<file path="src/hw/rtl/mts_pkg.sv">
// ----------------------------------------------------------------------------
// mts_pkg
// Shared constants, operation and status codes, and the result record of the
// minimum-tracking stack.
// ----------------------------------------------------------------------------
package mts_pkg;

   localparam int DEPTH_DEFAULT      = 64;
   localparam int DATA_WIDTH_DEFAULT = 32;

   localparam int VALUE_W  = 32;
   localparam int STATUS_W = 2;
   localparam int FILL_W   = 7;

   localparam logic CMD_PUSH = 1'b0;
   localparam logic CMD_POP  = 1'b1;

   localparam logic [STATUS_W-1:0] STATUS_OK        = 2'd0;
   localparam logic [STATUS_W-1:0] STATUS_OVERFLOW  = 2'd1;
   localparam logic [STATUS_W-1:0] STATUS_UNDERFLOW = 2'd2;

   typedef struct packed {
      logic [STATUS_W-1:0]       status;
      logic signed [VALUE_W-1:0] top_value;
      logic signed [VALUE_W-1:0] min_value;
      logic [FILL_W-1:0]         fill_count;
      logic                      is_empty;
   } rsp_type;

endpackage

</file>
<file path="src/hw/rtl/mts_req_if.sv">
// ----------------------------------------------------------------------------
// mts_req_if
// Request channel of the minimum-tracking stack: push or pop with a value.
// ----------------------------------------------------------------------------
interface mts_req_if;
   import mts_pkg::*;

   logic                      valid;
   logic                      ready;
   logic                      cmd;
   logic signed [VALUE_W-1:0] value;

   modport source (output valid, output cmd, output value, input ready);
   modport sink (input valid, input cmd, input value, output ready);

endinterface

</file>
<file path="src/hw/rtl/mts_rsp_if.sv">
// ----------------------------------------------------------------------------
// mts_rsp_if
// Response channel of the minimum-tracking stack: status, top, minimum, count.
// ----------------------------------------------------------------------------
interface mts_rsp_if;
   import mts_pkg::*;

   logic                      valid;
   logic                      ready;
   logic [STATUS_W-1:0]       status;
   logic signed [VALUE_W-1:0] top_value;
   logic signed [VALUE_W-1:0] min_value;
   logic [FILL_W-1:0]         fill_count;
   logic                      is_empty;

   modport source (output valid, output status, output top_value, output min_value,
                   output fill_count, output is_empty, input ready);
   modport sink (input valid, input status, input top_value, input min_value,
                 input fill_count, input is_empty, output ready);

endinterface

</file>
<file path="src/hw/rtl/mts_store.sv">
// ----------------------------------------------------------------------------
// mts_store
// Entry memory: each word holds a stacked value and the running minimum at
// that depth. One write port, one read port with registered read data.
// ----------------------------------------------------------------------------
module mts_store #(
   parameter int DEPTH      = 64,
   parameter int DATA_WIDTH = 32,
   localparam int AW        = (DEPTH > 1) ? $clog2(DEPTH) : 1
) (
   input  logic                    clock,
   input  logic                    wr_en,
   input  logic [AW-1:0]           wr_addr,
   input  logic [2*DATA_WIDTH-1:0] wr_data,
   input  logic                    rd_en,
   input  logic [AW-1:0]           rd_addr,
   output logic [2*DATA_WIDTH-1:0] rd_data
);

   logic [2*DATA_WIDTH-1:0] entry_mem [DEPTH];
   logic [2*DATA_WIDTH-1:0] rd_data_ff;

   always_ff @(posedge clock) begin
      if (wr_en) begin
         entry_mem[wr_addr] <= wr_data;
      end
   end

   always_ff @(posedge clock) begin
      if (rd_en) begin
         rd_data_ff <= entry_mem[rd_addr];
      end
   end

   assign rd_data = rd_data_ff;

endmodule

</file>
<file path="src/hw/rtl/mts_out_buf.sv">
// ----------------------------------------------------------------------------
// mts_out_buf
// Two-deep response buffer: an output register backed by a skid register, so
// the controller can start on the next transaction while a response waits.
// ----------------------------------------------------------------------------
module mts_out_buf (
   input  logic             clock,
   input  logic             reset,
   input  logic             res_valid,
   input  mts_pkg::rsp_type res,
   output logic             space_ok,
   mts_rsp_if.source        rsp
);
   import mts_pkg::*;

   logic    out_valid_ff, out_valid_in;
   logic    skid_valid_ff, skid_valid_in;
   rsp_type out_ff, out_in;
   rsp_type skid_ff, skid_in;
   logic    taking;

   assign taking = out_valid_ff && rsp.ready;

   always_comb begin
      out_valid_in  = out_valid_ff;
      out_in        = out_ff;
      skid_valid_in = skid_valid_ff;
      skid_in       = skid_ff;
      if (taking) begin
         if (skid_valid_ff) begin
            out_in        = skid_ff;
            skid_valid_in = 1'b0;
         end else begin
            out_valid_in = 1'b0;
         end
      end
      if (res_valid) begin
         if (!out_valid_in) begin
            out_in       = res;
            out_valid_in = 1'b1;
         end else begin
            skid_in       = res;
            skid_valid_in = 1'b1;
         end
      end
   end

   always_ff @(posedge clock) begin
      if (reset) begin
         out_valid_ff  <= 1'b0;
         skid_valid_ff <= 1'b0;
      end else begin
         out_valid_ff  <= out_valid_in;
         skid_valid_ff <= skid_valid_in;
      end
   end

   always_ff @(posedge clock) begin
      out_ff  <= out_in;
      skid_ff <= skid_in;
   end

   // A new transaction is only started when the skid register is free, so
   // its response always finds room.
   assign space_ok       = !skid_valid_ff;
   assign rsp.valid      = out_valid_ff;
   assign rsp.status     = out_ff.status;
   assign rsp.top_value  = out_ff.top_value;
   assign rsp.min_value  = out_ff.min_value;
   assign rsp.fill_count = out_ff.fill_count;
   assign rsp.is_empty   = out_ff.is_empty;

`ifndef SYNTHESIS
   a_skid_behind_out: assert property (@(posedge clock) disable iff (reset)
      skid_valid_ff |-> out_valid_ff)
      else $error("skid register holds a response while the output is empty");

   a_no_buffer_overrun: assert property (@(posedge clock) disable iff (reset)
      res_valid |-> !skid_valid_ff)
      else $error("response arrived with both buffer registers full");
`endif

endmodule

</file>
<file path="src/hw/rtl/mts_ctrl.sv">
// ----------------------------------------------------------------------------
// mts_ctrl
// Stack controller: keeps the entry count and the top entry with its minimum
// in registers, writes pushes to the entry memory and refills the top
// register from memory after a pop.
// ----------------------------------------------------------------------------
module mts_ctrl #(
   parameter int DEPTH      = 64,
   parameter int DATA_WIDTH = 32,
   localparam int AW        = (DEPTH > 1) ? $clog2(DEPTH) : 1
) (
   input  logic                    clock,
   input  logic                    reset,
   mts_req_if.sink                 req,
   input  logic                    space_ok,
   output logic                    res_valid,
   output mts_pkg::rsp_type        res,
   output logic                    wr_en,
   output logic [AW-1:0]           wr_addr,
   output logic [2*DATA_WIDTH-1:0] wr_data,
   output logic                    rd_en,
   output logic [AW-1:0]           rd_addr,
   input  logic [2*DATA_WIDTH-1:0] rd_data
);
   import mts_pkg::*;

   localparam int CW = $clog2(DEPTH + 1);

   localparam logic ST_IDLE     = 1'b0;
   localparam logic ST_POP_WAIT = 1'b1;

   logic                         state_ff, state_in;
   logic [CW-1:0]                sp_ff, sp_in;
   logic signed [DATA_WIDTH-1:0] top_ff, top_in;
   logic signed [DATA_WIDTH-1:0] min_ff, min_in;

   logic                         accept;
   logic                         is_full;
   logic                         is_zero;
   logic signed [DATA_WIDTH-1:0] push_val;
   logic signed [DATA_WIDTH-1:0] push_min;
   logic [CW-1:0]                sp_dec;
   logic [CW-1:0]                sp_dec2;

   logic [STATUS_W-1:0]          res_status;
   logic signed [DATA_WIDTH-1:0] res_top;
   logic signed [DATA_WIDTH-1:0] res_min;
   logic [CW-1:0]                res_cnt;
   logic                         res_empty;
   logic signed [VALUE_W-1:0]    res_top_ext;
   logic signed [VALUE_W-1:0]    res_min_ext;
   logic [FILL_W-1:0]            res_cnt_ext;

   // Bring the 32-bit request value to the stored width and back.
   if (DATA_WIDTH <= VALUE_W) begin : g_narrow
      assign push_val    = req.value[DATA_WIDTH-1:0];
      assign res_top_ext = VALUE_W'(signed'(res_top));
      assign res_min_ext = VALUE_W'(signed'(res_min));
   end else begin : g_wide
      assign push_val    = {{(DATA_WIDTH-VALUE_W){req.value[VALUE_W-1]}}, req.value};
      assign res_top_ext = res_top[VALUE_W-1:0];
      assign res_min_ext = res_min[VALUE_W-1:0];
   end

   if (CW <= FILL_W) begin : g_cnt_pad
      assign res_cnt_ext = FILL_W'(res_cnt);
   end else begin : g_cnt_cut
      assign res_cnt_ext = res_cnt[FILL_W-1:0];
   end

   assign req.ready = (state_ff == ST_IDLE) && space_ok;
   assign accept    = req.valid && req.ready;
   assign is_full   = (sp_ff == CW'(DEPTH));
   assign is_zero   = (sp_ff == '0);
   assign sp_dec    = sp_ff - CW'(1);
   assign sp_dec2   = sp_ff - CW'(2);
   assign push_min  = (is_zero || (push_val < min_ff)) ? push_val : min_ff;

   assign wr_addr = sp_ff[AW-1:0];
   assign wr_data = {push_val, push_min};
   assign rd_addr = sp_dec2[AW-1:0];

   always_comb begin
      state_in   = state_ff;
      sp_in      = sp_ff;
      top_in     = top_ff;
      min_in     = min_ff;
      wr_en      = 1'b0;
      rd_en      = 1'b0;
      res_valid  = 1'b0;
      res_status = STATUS_OK;
      res_top    = '0;
      res_min    = '0;
      res_cnt    = sp_ff;
      res_empty  = 1'b0;
      unique case (state_ff)
         ST_IDLE: begin
            if (accept) begin
               if (req.cmd == CMD_PUSH) begin
                  res_valid = 1'b1;
                  if (is_full) begin
                     res_status = STATUS_OVERFLOW;
                     res_top    = top_ff;
                     res_min    = min_ff;
                  end else begin
                     wr_en   = 1'b1;
                     top_in  = push_val;
                     min_in  = push_min;
                     sp_in   = sp_ff + CW'(1);
                     res_top = push_val;
                     res_min = push_min;
                     res_cnt = sp_ff + CW'(1);
                  end
               end else begin
                  priority if (is_zero) begin
                     res_valid  = 1'b1;
                     res_status = STATUS_UNDERFLOW;
                     res_empty  = 1'b1;
                  end else if (sp_dec == '0) begin
                     res_valid = 1'b1;
                     sp_in     = sp_dec;
                     res_cnt   = sp_dec;
                     res_empty = 1'b1;
                  end else begin
                     // The new top lives in memory; its response follows from ST_POP_WAIT.
                     rd_en    = 1'b1;
                     sp_in    = sp_dec;
                     state_in = ST_POP_WAIT;
                  end
               end
            end
         end
         ST_POP_WAIT: begin
            top_in    = rd_data[2*DATA_WIDTH-1:DATA_WIDTH];
            min_in    = rd_data[DATA_WIDTH-1:0];
            res_valid = 1'b1;
            res_top   = rd_data[2*DATA_WIDTH-1:DATA_WIDTH];
            res_min   = rd_data[DATA_WIDTH-1:0];
            state_in  = ST_IDLE;
         end
         default: begin
            state_in = ST_IDLE;
         end
      endcase
   end

   always_comb begin
      res.status     = res_status;
      res.top_value  = res_top_ext;
      res.min_value  = res_min_ext;
      res.fill_count = res_cnt_ext;
      res.is_empty   = res_empty;
   end

   always_ff @(posedge clock) begin
      if (reset) begin
         state_ff <= ST_IDLE;
         sp_ff    <= '0;
      end else begin
         state_ff <= state_in;
         sp_ff    <= sp_in;
      end
   end

   always_ff @(posedge clock) begin
      top_ff <= top_in;
      min_ff <= min_in;
   end

`ifndef SYNTHESIS
   a_count_in_range: assert property (@(posedge clock) disable iff (reset)
      sp_ff <= CW'(DEPTH))
      else $error("entry count exceeds stack depth");

   a_pop_refill_response: assert property (@(posedge clock) disable iff (reset)
      rd_en |=> (state_ff == ST_POP_WAIT) && res_valid)
      else $error("memory refill did not produce a response");

   a_no_accept_in_refill: assert property (@(posedge clock) disable iff (reset)
      (state_ff == ST_POP_WAIT) |-> !req.ready)
      else $error("transaction accepted during top refill");

   a_overflow_holds_count: assert property (@(posedge clock) disable iff (reset)
      accept && (req.cmd == CMD_PUSH) && is_full |=> $stable(sp_ff))
      else $error("overflowing push changed the entry count");
`endif

endmodule

</file>
<file path="src/hw/rtl/min_tracking_stack_core.sv">
// ----------------------------------------------------------------------------
// min_tracking_stack_core
// LIFO stack that also reports the smallest value it holds. Each request is a
// push or a pop and yields one response with status, top, minimum and count.
// ----------------------------------------------------------------------------
// Responses: push, overflow, underflow and a pop that empties the stack are
//   buffered on acceptance; a pop that leaves entries answers from ST_POP_WAIT.
// Throughput: one push per cycle while the response buffer has room; a pop that
//   leaves entries holds off requests while the entry memory refills the top.
// Reset: synchronous; clears the entry count, controller state and response
//   buffer. Memory contents are not cleared; only written entries are read.
// ----------------------------------------------------------------------------
module min_tracking_stack_core #(
   parameter int DEPTH      = mts_pkg::DEPTH_DEFAULT,
   parameter int DATA_WIDTH = mts_pkg::DATA_WIDTH_DEFAULT
) (
   input  logic      clock,
   input  logic      reset,
   mts_req_if.sink   req,
   mts_rsp_if.source rsp
);
   import mts_pkg::*;

   localparam int AW = (DEPTH > 1) ? $clog2(DEPTH) : 1;

   logic                    space_ok;
   logic                    res_valid;
   rsp_type                 res;
   logic                    wr_en;
   logic [AW-1:0]           wr_addr;
   logic [2*DATA_WIDTH-1:0] wr_data;
   logic                    rd_en;
   logic [AW-1:0]           rd_addr;
   logic [2*DATA_WIDTH-1:0] rd_data;

   mts_ctrl #(
      .DEPTH      (DEPTH),
      .DATA_WIDTH (DATA_WIDTH)
   ) u_ctrl (
      .clock     (clock),
      .reset     (reset),
      .req       (req),
      .space_ok  (space_ok),
      .res_valid (res_valid),
      .res       (res),
      .wr_en     (wr_en),
      .wr_addr   (wr_addr),
      .wr_data   (wr_data),
      .rd_en     (rd_en),
      .rd_addr   (rd_addr),
      .rd_data   (rd_data)
   );

   mts_store #(
      .DEPTH      (DEPTH),
      .DATA_WIDTH (DATA_WIDTH)
   ) u_store (
      .clock   (clock),
      .wr_en   (wr_en),
      .wr_addr (wr_addr),
      .wr_data (wr_data),
      .rd_en   (rd_en),
      .rd_addr (rd_addr),
      .rd_data (rd_data)
   );

   mts_out_buf u_out_buf (
      .clock     (clock),
      .reset     (reset),
      .res_valid (res_valid),
      .res       (res),
      .space_ok  (space_ok),
      .rsp       (rsp)
   );

endmodule
</file>
<file path="src/flat_wrapper.sv">
// flat-port wrapper written by rule: the top's interface ports become plain ports
module min_tracking_stack_core_flat import mts_pkg::*;
#(
   parameter int DEPTH      = mts_pkg::DEPTH_DEFAULT,
   parameter int DATA_WIDTH = mts_pkg::DATA_WIDTH_DEFAULT
)
  (clock, reset, req_valid, req_cmd, req_value, req_ready, rsp_valid, rsp_status, rsp_top_value, rsp_min_value, rsp_fill_count, rsp_is_empty, rsp_ready);
  mts_req_if req_i ();
  mts_rsp_if rsp_i ();
  input  logic clock;
  input  logic reset;
  input wire logic [$bits(req_i.valid)-1:0] req_valid;
  input wire logic [$bits(req_i.cmd)-1:0] req_cmd;
  input wire logic [$bits(req_i.value)-1:0] req_value;
  output wire logic [$bits(req_i.ready)-1:0] req_ready;
  output wire logic [$bits(rsp_i.valid)-1:0] rsp_valid;
  output wire logic [$bits(rsp_i.status)-1:0] rsp_status;
  output wire logic [$bits(rsp_i.top_value)-1:0] rsp_top_value;
  output wire logic [$bits(rsp_i.min_value)-1:0] rsp_min_value;
  output wire logic [$bits(rsp_i.fill_count)-1:0] rsp_fill_count;
  output wire logic [$bits(rsp_i.is_empty)-1:0] rsp_is_empty;
  input wire logic [$bits(rsp_i.ready)-1:0] rsp_ready;
  assign req_i.valid = req_valid;
  assign req_i.cmd = req_cmd;
  assign req_i.value = req_value;
  assign req_ready = req_i.ready;
  assign rsp_valid = rsp_i.valid;
  assign rsp_status = rsp_i.status;
  assign rsp_top_value = rsp_i.top_value;
  assign rsp_min_value = rsp_i.min_value;
  assign rsp_fill_count = rsp_i.fill_count;
  assign rsp_is_empty = rsp_i.is_empty;
  assign rsp_i.ready = rsp_ready;
  min_tracking_stack_core #(.DEPTH(DEPTH), .DATA_WIDTH(DATA_WIDTH)) u_core (.clock(clock), .reset(reset), .req(req_i), .rsp(rsp_i));
endmodule
</file>
<file path="config.mk">
export PLATFORM = sky130hd
export DESIGN_NAME = min_tracking_stack_core_flat
export DESIGN_NICKNAME = d
export VERILOG_FILES = /design/src/hw/rtl/mts_pkg.sv /design/src/hw/rtl/mts_req_if.sv /design/src/hw/rtl/mts_rsp_if.sv /design/src/hw/rtl/mts_store.sv /design/src/hw/rtl/mts_out_buf.sv /design/src/hw/rtl/mts_ctrl.sv /design/src/hw/rtl/min_tracking_stack_core.sv /design/src/flat_wrapper.sv
export SDC_FILE = /design/constraint.sdc
export NUM_CORES = 2
export LEC_CHECK = 0
export BUFFER_PORTS_ARGS = -buffer_cell sky130_fd_sc_hd__buf_2
export CAP_MARGIN = 15
export CORE_MARGIN = 1
export CORE_UTILIZATION = 45
export DETAILED_ROUTE_END_ITERATION = 8
export PLACE_DENSITY = 0.62
export SLEW_MARGIN = 20
export SYNTH_ARGS = -nofsm -noshare
export SYNTH_HDL_FRONTEND = slang
export SYNTH_HIERARCHICAL = 1
export SYNTH_SLANG_ARGS = --single-unit
</file>
<file path="constraint.sdc">
create_clock -name clock -period 9.2 [get_ports clock]
set_input_delay 1.38 -clock clock [delete_from_list [all_inputs] [get_ports clock]]
set_output_delay 1.38 -clock clock [all_outputs]
set_load 0.1 [all_outputs]
</file>
==> summary.txt <==
post-CTS setup buffers - 0
all-layer global routing usage - 26.56%
flop2flop setup slack - 3.38 ns
Slew Viols, Final - 0
first-pass GRT wire length - 702900 um
slew margin rel. - 13.25%
1st-pass router iterations - 7
nets - 8237
WHS - 0.5274 ns
WHS Path Cells - 2
minimum clock period - 5.824 ns
sequential element share of the synthesized area - 76.91%
top-level port count - 113
RSZ-0062 raised after global routing - no
# rows - 225
Core Area - 0.3758 mm^2
status - complete, no violations
Cells after Synth - 7863
Final ANT Viol Nets - 0
Yosys warning count - 6
largest net degree at the start of global routing - 122
data required time of the worst path - 9.79 ns
Peak VDD IR - 235.2 uV
Power, Total - 59.03 mW
biggest area consumer among synthesized cells - edfxtp_1
worst slew pin tran - 1.288 ns
clock root cell - clkbuf_16
Syn Nets - 7938
Die ar. - 0.3802 mm^2
Final Wtd Congestion - 0.8785
overall via count from detail_route - 88860
Via-to-Cell Ratio - 6.561
Arr. time, crit path - 6.41 ns
clock sinks - 4382
final wirelength - 511400 um
CP endpoint kind - flip-flop
post-synth top area share - 75.93%
worst-path maximum fanout - 45
die height - 616.6 um
Layout Area Growth over Synthesis - 12.80%
Post-route DRC - 0
Yosys reg bits - 4382
FMAX - 171.7 MHz
# setup viols final - 0
Clock transition at path regs - 0.07 ns
RR Endpoint - u_core/u_store/entry_mem[30][33]$_DFFE_PP_
TNS Setup - 0 ns
max-cap violation count - 0
final hold viol count - 0
H-tree depth - 5
Worst R2R Start - u_core/u_ctrl/state_ff$_SDFF_PP0_
period utilization - 63.30%
placed cell count - 12720
Slowest-stage cell, CP - nor2_4
WHS Endpoint - u_core/u_out_buf/rsp.min_value[0]$_DFF_P_
Post-synth ARST share - 0%
P_leak - 60.47 nW
vias in the first global route - 86570
Post-synth EDFFs - 4298
clk buf depth - 4
CTS tree - yes
crit-path max cell delay - 1.19 ns
Starting DRT DRC Count - 14040
I/O Buffers - 112
Power per Cell Area - 307.9 mW/mm^2
TritonCTS Buffers - 435
filler instances - 29220
Die X - 616.6 um
Wirelength per Cell - 37.76 um
Yosys cell types - 65
initial antenna violation count - 27
synth top area cells - edfxtp_1, mux4_2, mux2i_1
share of cells above drive strength 1 - 26.36%
Post-Syn Area - 0.1700 mm^2
crit path kind - reg2reg
R2R cell count - 9
Initial Utilization - 45.23%
GRT overflow - 0
hold path startpoint - u_core/u_out_buf/rsp.min_value[0]$_DFF_P_
leading register cell type out of synthesis - edfxtp_1
Worst setup SP type - flip-flop
HP Class - reg2reg
Post-Place Setup Slack - 2.602 ns
Final Instance Count excl. Fillers - 13540
post-DP HPWL - 268000 um
Worst-Skew Late Latency - 0.99 ns
CP Cell Sequence - nor2b_1 > nand2_1 > nor2_4 > nand2_1 > inv_1 > nor2b_1 > nand3_1 > nor2_4 > buf_4
PostCTS Resize Cnt - 0
synthesized area per cell - 21.62 um^2
worst-case clock skew - 0.06206 ns
worst setup margin - 3.376 ns
hold_buf cts - 0
-- through the flow --
| step | area (um^2) | util (%) |
|---|---|---|
| floorplan | 170000 | - |
| global placement | 177400 | 47.19 |
| detailed placement | 177400 | 47.19 |
| CTS | 191600 | 50.97 |
| global route | 191700 | 51.01 |
| finish | 191700 | 51.02 |
-- worst max path at each step --
stage,from,endpoint,slack [ns],depth (start not counted)
2_1_floorplan,u_core/u_ctrl/state_ff$_SDFF_PP0_,u_core/u_store/entry_mem[48][0]$_DFFE_PP_,1.25,8
3_3_place_gp,req_value[7],u_core/u_store/entry_mem[40][17]$_DFFE_PP_,2.83,11
3_5_place_dp,req_value[22],u_core/u_store/entry_mem[33][17]$_DFFE_PP_,2.60,10
4_1_cts,req_value[22],u_core/u_store/entry_mem[55][17]$_DFFE_PP_,3.62,10
5_1_grt,u_core/u_ctrl/state_ff$_SDFF_PP0_,u_core/u_store/entry_mem[30][33]$_DFFE_PP_,3.28,9
6_report,u_core/u_ctrl/state_ff$_SDFF_PP0_,u_core/u_store/entry_mem[30][33]$_DFFE_PP_,3.38,9
-- critical path: cells and delay by family, from the launching register on --
family / cells / cell delay [ns]
flops: 1 / 0.50
simple gates: 7 / 3.86
buf+inv: 2 / 1.00
-- final cells by class --
class,instances,area [um^2],share of cell area [%]
antenna,14,35.03,0.01827
tap,4994,6248,3.259
clock buffer,534,11400,5.947
sequential,4382,130800,68.20
timing repair buffer,379,3172,1.654
multi-input combinational,2800,36690,19.14
clock inverter,277,2800,1.460
inverter,164,630.6,0.3289
-- state kept, by name, summed over array words and instances, names as in the netlist, 2 cells and up --
| name | count |
|---|---|
| u_core/u_out_buf/rsp.status | 2 |
| u_core/u_ctrl/top_ff | 32 |
| u_core/u_store/entry_mem | 4096 |
| u_core/u_ctrl/min_ff | 32 |
| u_core/u_ctrl/sp_ff | 7 |
| u_core/u_out_buf/rsp.min_value | 32 |
| u_core/u_out_buf/skid_ff | 74 |
| u_core/u_store/rd_data | 64 |
| u_core/u_out_buf/rsp.fill_count | 7 |
| u_core/u_out_buf/rsp.top_value | 32 |
-- per-layer routing --
layer | up-vias | GRT usage, % | share of wire, %
met5 | - | 0 | 0.022
met4 | 18 | 9.787 | 4.3
met3 | 1074 | 6.059 | 12
met2 | 5934 | 40.79 | 46
met1 | 47920 | 37.38 | 38
li1 | 33920 | - | -
-- cell families after synthesis --
family          count (synthesis)  synth area share, %
flops                        4382                76.91
fa+ha+maj                      38               0.2797
mux                          1256                14.98
simple gates                  680                1.993
buf+inv                       681                1.934
xor+xnor                       11              0.05667
compound gates                815                3.844
-- report_power, final --
part / leakage (nW) / internal, mW / total, mW / switching, mW
clock network: 6.94 / 10.2 / 17.8 / 7.58
registers: 39.4 / 24.2 / 24.8 / 0.612
logic: 14.1 / 5.15 / 16.5 / 11.3
total: 60.5 / 39.5 / 59.0 / 19.5
-- cells in the final DEF (no fill, tap or decap), types with 60 or more instances in the layout --
cell type  count
a211oi_1      66
edfxtp_1    4298
a22o_1        88
clkinv_1     105
clkbuf_1      89
o22ai_1      157
mux4_2      1024
buf_4        219
dfxtp_1       81
buf_2        112
nor2_1       141
a221oi_2      60
and3_1        65
nor2_4        67
nand2_1      146
clkinv_2      85
clkbuf_16    439
inv_1        162
a22oi_1      168
mux2i_1      200
-- Yosys cell counts, types with 24 or more instances --
| library cell | instances |
|---|---|
| nand3_1 | 53 |
| clkbuf_1 | 187 |
| mux4_2 | 1024 |
| nand4_1 | 40 |
| a22oi_1 | 168 |
| or3_1 | 29 |
| o21ai_0 | 48 |
| nand2_1 | 150 |
| a22o_1 | 88 |
| buf_2 | 206 |
| nor2_1 | 208 |
| mux2i_1 | 200 |
| or2_2 | 28 |
| edfxtp_1 | 4298 |
| o221ai_1 | 38 |
| o311ai_1 | 59 |
| inv_1 | 164 |
| a211oi_1 | 66 |
| dfxtp_1 | 84 |
| ha_1 | 38 |
| buf_6 | 24 |
| nor2b_1 | 30 |
| and3_1 | 65 |
| a41oi_1 | 26 |
| a221oi_2 | 60 |
| o22ai_1 | 157 |
| buf_4 | 78 |
| nand4b_1 | 34 |
(Power assumes the default switching activity.)
